**config.mk**
```make
export PLATFORM = sky130hd
export DESIGN_NAME = cdet_dist_stage
export DESIGN_NICKNAME = d
export VERILOG_FILES = /design/src/sv/cdet_pkg.sv /design/src/sv/cdet_dist_stage.sv
export SDC_FILE = /design/constraint.sdc
export NUM_CORES = 1
export LEC_CHECK = 0
export BUFFER_PORTS_ARGS = -buffer_cell sky130_fd_sc_hd__clkbuf_2
export CAP_MARGIN = 20
export CORE_MARGIN = 4
export CORE_UTILIZATION = 30
export CTS_CLUSTER_SIZE = 12
export DETAILED_ROUTE_END_ITERATION = 10
export GPL_TIMING_DRIVEN = 0
export HOLD_SLACK_MARGIN = 0.08
export PLACE_DENSITY_LB_ADDON = 0.05
export SYNTH_ARGS = -nofsm -noshare
export SYNTH_HDL_FRONTEND = slang
export SYNTH_SLANG_ARGS = --single-unit
```
**constraint.sdc**
```tcl
create_clock -name clk -period 1.3 [get_ports clk]
set_input_delay 0.26 -clock clk [delete_from_list [all_inputs] [get_ports clk]]
set_output_delay 0.26 -clock clk [all_outputs]
set_load 0.05 [all_outputs]
```
**src/sv/cdet_pkg.sv**
```systemverilog
// ---------------------------------------------------------------------------
// cdet_pkg: shared types, constants and helpers for the colour-distance edge
// detector.
// ---------------------------------------------------------------------------
`default_nettype none

package cdet_pkg;

    localparam int MAX_WIDTH = 1024;
    localparam int COL_W     = $clog2(MAX_WIDTH);
    localparam int CH_W      = 8;
    localparam int LINE_W    = 11;
    localparam int THR_W     = 18;
    localparam int DATA_W    = 18;
    localparam int DIST_W    = 18;

    localparam logic [LINE_W-1:0] LINE_WIDTH_RESET = 11'd1024;
    localparam logic [THR_W-1:0]  THRESHOLD_RESET  = 18'd16257;
    localparam logic [LINE_W-1:0] MAX_WIDTH_L      = LINE_W'(MAX_WIDTH);

    typedef enum logic [0:0] {
        REG_LINE_WIDTH = 1'b0,
        REG_THRESHOLD  = 1'b1
    } cfg_reg_t;

    typedef struct packed {
        logic [CH_W-1:0] r;
        logic [CH_W-1:0] g;
        logic [CH_W-1:0] b;
    } rgb_t;

    // flags that travel with a request down the pipe
    typedef struct packed {
        logic valid;
        logic has_above;
        logic has_left;
    } stage_flags_t;

    function automatic logic [2*CH_W-1:0] sq_diff(input logic [CH_W-1:0] a,
                                                  input logic [CH_W-1:0] b);
        logic [CH_W-1:0] d;
        d = (a > b) ? (a - b) : (b - a);
        return (2*CH_W)'(d) * (2*CH_W)'(d);
    endfunction

    function automatic logic [DIST_W-1:0] dist_sq(input rgb_t p, input rgb_t q);
        logic [DIST_W-1:0] sum;
        sum = DIST_W'(sq_diff(p.r, q.r)) + DIST_W'(sq_diff(p.g, q.g))
            + DIST_W'(sq_diff(p.b, q.b));
        return sum;
    endfunction

endpackage

`default_nettype wire

```
**src/sv/cdet_dist_stage.sv**
```systemverilog
// ---------------------------------------------------------------------------
// cdet_dist_stage: squared RGB distance stage
// Registers the squared distances to the pixel above and to the left.
// ---------------------------------------------------------------------------
`default_nettype none

module cdet_dist_stage
    import cdet_pkg::*;
(
    input  wire logic              clk,
    input  wire logic              rst_n,
    input  wire logic              advance,
    input  wire stage_flags_t      flags,
    input  wire rgb_t              pix,
    input  wire rgb_t              above,
    input  wire rgb_t              left,
    output stage_flags_t           flags_out,
    output logic [DIST_W-1:0]      dist_above,
    output logic [DIST_W-1:0]      dist_left
);

    stage_flags_t      flags_reg;
    logic [DIST_W-1:0] dist_above_reg;
    logic [DIST_W-1:0] dist_left_reg;

    always_ff @(posedge clk or negedge rst_n)
    begin
        if (!rst_n)
        begin
            flags_reg <= '0;
        end
        else if (advance)
        begin
            flags_reg <= flags;
        end
    end

    always_ff @(posedge clk)
    begin
        if (advance)
        begin
            dist_above_reg <= dist_sq(pix, above);
            dist_left_reg  <= dist_sq(pix, left);
        end
    end

    assign flags_out  = flags_reg;
    assign dist_above = dist_above_reg;
    assign dist_left  = dist_left_reg;

endmodule

`default_nettype wire

```
* Word level (Yosys, flattened, before mapping)
Index checks and enable logic that the tools add are counted.
** Word-level totals
- Register bits :: 39
- Logic and storage cells :: 39
** Cells by class
- $add $sub $neg :: 16
- Multiply operators :: 6
- Magnitude comparators :: 6
- Muxes and demuxes :: 6
** Operators with widths (count)
- multiplier 8 x 8 -> 16 bit :: 6
- subtractor 8 bit :: 12
- greater-than comparator 8 bit :: 6
- 2-to-1 mux 8 bit :: 6
- adder 17 x 16 -> 18 bit :: 2
- adder 16 x 16 -> 17 bit :: 2

* Depth between registers and ports, before layout
- Depth after elaboration :: 5
- Mapped depth :: 35

* Worst setup path after synthesis
No wires, ideal clock.
- Kind :: input-to-reg
- Start point :: input pix[16] in the netlist's numbering
- End point :: register dist_above_reg[17] (netlist: dist_above[17]), data pin
- Library setup time :: 0.265 ns
- Data arrival time :: 7.745 ns
- Required time :: 1.035 ns
- Slack :: -6.711 ns
- Stages :: 31
- Path buffers :: 1
- Cell sequence :: inv_1 -> ha_1 -> inv_1 -> fa_1 -> a21o_1 -> a21oi_1 -> o21ai_0 -> o211ai_2 -> mux2i_1 -> xnor2_1 -> clkbuf_1 -> or2_2 -> fa_1 -> inv_1 -> fa_1 -> inv_1 -> fa_1 -> inv_1 -> fa_1 -> fa_1 -> inv_1 -> fa_1 -> fa_1 -> inv_1 -> ha_1 -> o21ai_0 -> a21boi_0 -> o21ai_0 -> o21ai_0 -> nor4b_1 -> or3_1
** On the way
- Word-level cells in the longest chain between the ends :: 5
** RTL lines
- start, declared :: RTL line cdet_dist_stage.sv:14 : input wire rgb_t pix,
- subtractor 8 bit / greater-than comparator 8 bit (equally long branches) :: RTL line cdet_pkg.sv:42 : d = (a > b) ? (a - b) : (b - a);
- 2-to-1 mux 8 bit * :: RTL line cdet_pkg.sv:42
- multiplier 8 x 8 -> 16 bit * :: RTL line cdet_pkg.sv:43 : return (2*CH_W)'(d) * (2*CH_W)'(d);
- adder 16 x 16 -> 17 bit * :: RTL line cdet_pkg.sv:48 : sum = DIST_W'(sq_diff(p.r, q.r)) + DIST_W'(sq_diff(p.g, q.g))
- adder 17 x 16 -> 18 bit * :: RTL line cdet_pkg.sv:49 : + DIST_W'(sq_diff(p.b, q.b));
- end signal, assigned :: RTL line cdet_dist_stage.sv:42 : dist_above_reg <= dist_sq(pix, above);
- end, declared :: RTL line cdet_dist_stage.sv:23 : logic [DIST_W-1:0] dist_above_reg;
Mark *: on every way between the ends. The rest lies on a longest branch, timed or not.
A chain may end at the register's enable or synchronous reset.

* Final worst setup path
- Start point :: input pix[0] in the netlist's numbering
- End point :: register dist_left_reg[17] (netlist: dist_left[17]), data pin
** On the way
- Word-level cells in the longest chain between the ends :: 4
** RTL lines
- subtractor 8 bit / greater-than comparator 8 bit (equally long branches) :: RTL line cdet_pkg.sv:42
- 2-to-1 mux 8 bit * :: RTL line cdet_pkg.sv:42
- multiplier 8 x 8 -> 16 bit * :: RTL line cdet_pkg.sv:43
- adder 17 x 16 -> 18 bit * :: RTL line cdet_pkg.sv:49
- end signal, assigned :: RTL line cdet_dist_stage.sv:43 : dist_left_reg <= dist_sq(pix, left);
- end, declared :: RTL line cdet_dist_stage.sv:24 : logic [DIST_W-1:0] dist_left_reg;
Marked as above.

==> reports/results.txt <==
outcome: finished with violations
violated checks: setup timing
detailed-routed wire length on met3: 2250 um
final worst-path cycle share: 5.878
residual antenna-violating net count after detailed routing: 0
cell count after synthesis: 1,753
all-layer global routing usage: 0.1615
endpoint of the lowest-slack register-to-register path: flags_out[2]
Clk pin slew, worst setup/hold paths: 0.08 ns
Via-to-Cell Ratio: 4.521
amount of wire on met2 after detailed routing: 18,840 um
area of the core: 0.05266 sq mm
kind of start point of the critical path: primary input
number of instances on the worst hold path: 2
CP Capture Type: flip-flop
Clock Skews: 0 ns
total congestion overflow after global routing: 0
shortest clock period the worst path allows after layout: 7.641 ns
Synth Flop Type: sky130_fd_sc_hd__edfxtp_1
Ports: 117
worst-case reg-to-reg path depth: 1
simple-gate share of the synthesized area: 0.1017
detailed-route DRC error count: 0
share of synthesized registers carrying an async set or reset: 0.07692
Syn Area/Cell: 9.103 sq um
class of the most critical hold timing path: in2reg
RSZ-0062 raised after global routing: yes
total number of H-tree levels: 2
clock net sink count: 39
clock network latency to the later pin of the worst-skew pair: 0.32 ns
adder and majority cell fraction of the synthesized area: 0.5427
chip height: 238.6 um
crit-path most repeated cell: sky130_fd_sc_hd__fa_1
TritonCTS buffer count: 5
initial detailed-routing violation count: 570
count of synthesis-stage warnings from yosys: 0
wire length of the first global-routing pass: 72,500 um
sequential fraction of the synthesis area: 0.07245
Total Die Area: 0.05695 sq mm
RD Place Congestion: 0.8221
deepest clock path buffer count: 2
worst-case headroom to the max-slew limit: 0.6005
effective utilization at floorplan: 0.3031
CTS Root Cell: sky130_fd_sc_hd__clkbuf_16
largest fanout on the critical path: 6
startpoint of the worst register-to-register path: flags_out[2]
setup TNS: -175.92 ns
Slowest cell on crit path: sky130_fd_sc_hd__fa_2
number of vias after detailed routing: 12,380
Placement Rows: 84
Mapped Area: 0.01596 sq mm
number of nets in the finished design: 2,651
Final Max Tran Viols: 0
register bit count reported by yosys: 39
max_cap viols: 0
footprint of the flip-flops and latches: 0.001156 sq mm
number of different library cells in the post-synthesis netlist: 67
vias in the first global route: 13,200
xor/xnor share of the synthesized area: 0.04203
final hold violations: 0
dominant combinational cell family by area after synthesis: adder cells
number of flops mapped to enable cells by yosys: 36
worst stage delay on the critical path: 0.58 ns
count of fill cells added during filler insertion: 5,322
Post-Synthesis Net Count: 2,357
TritonCTS clock tree: yes
highest metal used: met5
share of post-route cells with drive strength above 1: 0.3066
post-route met1 wirelength: 23,120 um
worst setup slack for register-to-register paths: 0.55 ns
largest net degree at the start of global routing: 29
post-synthesis compound-gate area fraction: 0.09260
endpoint of the worst hold path: flags_out[1]
worst slew pin tran: 0.5992 ns
Max Clk Rate: 0.1309 GHz
critical path data arrival time: 7.73 ns
HPWL after detailed placement: 37,510 um
Critical Setup Path Class: in2reg
wire per inst: 16.28 um
count of buffers inserted at the top-level ports: 116
proportion of synthesized area in mux cells: 0.02611
setup-violating endpoint count in the final report: 33
worst endpoint required time: 1.39 ns
area growth from synthesis to layout: 32.78%
Final WS setup: -6.341 ns
antenna violations before repair: 7
first-pass iteration count of the detailed router: 5
wire length after detailed routing: 44,580 um
die width: 238.6 um
worst hold path startpoint: flags[1]
multi-input logic area: 0.01472 sq mm
==> cell usage after synthesis, drive strengths merged (3+ instances only) <==
master | number | area, sq um
fa | 277 | 5545
and2 | 10 | 62.56
o211ai | 5 | 42.54
mux2 | 5 | 56.30
buf | 14 | 76.32
xnor2 | 39 | 386.6
nand2 | 48 | 185.2
dfrtp | 3 | 75.07
nand3 | 8 | 40.04
or4 | 3 | 22.52
nor2b | 15 | 93.84
a211oi | 9 | 92.59
or2 | 20 | 125.1
a21o | 24 | 180.2
nand2b | 37 | 231.5
edfxtp | 36 | 1081
a221oi | 8 | 76.32
a21boi | 9 | 67.56
nor2 | 157 | 599.3
xor2 | 29 | 284.0
o21ai | 47 | 235.2
o21a | 13 | 97.59
a31oi | 5 | 31.28
ha | 249 | 3115
inv | 487 | 1828
a21oi | 73 | 376.6
o21bai | 13 | 97.59
mux2i | 36 | 360.4
o22ai | 5 | 31.28
and3 | 9 | 56.30
nand4 | 7 | 43.79
nor3 | 15 | 85.08
clkbuf | 12 | 48.79
==> cell usage in the layout (no fill, tap or decap), drive strengths merged, types with 13 or more instances in the layout <==
cell type  count
o21bai        13
clkbuf       134
a21o          24
or2           20
mux2i         36
edfxtp        36
nor2b         15
o21a          13
o21ai         47
inv          484
nand2b        37
xnor2         39
ha           249
a21oi         73
nor2         157
xor2          29
nor3          15
buf          185
fa           277
nand2         48
==> metal layers <==
layer	up-vias	global-route usage
li1	6008	-
met5	-	0
met3	18	0.03207
met4	10	0.02023
met2	184	0.2405
met1	6159	0.2488
==> what timing repair did <==
action,CTS,global route
setup endpoints to repair,37,32
resized for setup,269,82
pin swaps,137,69
gates cloned,1,0
hold buffers,1,0
hold endpoints to repair,3,0
buffers inserted,127,45
==> critical path, delay by kind of cell <==
kind | cells | cell delay (ns)
xor gates and xnor gates | 1 | 0.25
muxes | 2 | 0.42
AOI/OAI and AO/OA | 6 | 1.15
buffers and inverters | 6 | 0.58
adders and majority gates | 10 | 4.12
and+or+nand+nor | 4 | 0.94
==> through the flow <==
step | utilization | hold WS [ns] | cells | instance area [sq um] | setup slack [ns]
floorplan | - | -0.03559 | 1753 | 16430 | -6.071
global placement | 0.3394 | 0.05925 | 2557 | 17870 | -7.677
detailed placement | 0.3398 | 0.05975 | 2558 | 17890 | -7.670
CTS | 0.3887 | 0.1484 | 2692 | 20470 | -6.377
global route | 0.4023 | 0.1695 | 2736 | 21180 | -6.614
finish | 0.4024 | 0.1708 | 2738 | 21190 | -6.341
==> logic make-up (layout without fill, tap and decap cells) <==
logic type / after synthesis / after routing
and+or+nand+nor: 339 / 339
muxes: 41 / 41
DFF: 39 / 39
AOI/OAI and AO/OA: 227 / 227
xor gates and xnor gates: 68 / 68
buffers and inverters: 513 / 808
adders and majority gates: 526 / 526
other: 0 / 2
==> layout make-up <==
class / instances / share of cell area
timing repair buffer: 289 / 0.1029
antenna: 2 / 0.0002362
tap: 688 / 0.04063
inverter: 487 / 0.08958
buffer: 24 / 0.01057
clock buffer: 7 / 0.006732
multi-input combinational: 1201 / 0.6946
sequential: 39 / 0.05456
clock inverter: 1 / 0.0002362
==> worst max-delay path by stage <==
stage	from	to	slack, ns
CTS	pix[8]	dist_left[17]	-6.38
detailed placement	pix[1]	dist_left[17]	-7.67
finish	pix[0]	dist_left[17]	-6.34
global placement	pix[1]	dist_left[17]	-7.68
global route	pix[16]	dist_left[17]	-6.61
floorplan	pix[16]	dist_left[17]	-6.07
Power is not shown: default switching activity piles up to over one toggle a cycle in this logic, so the estimate is an artifact.
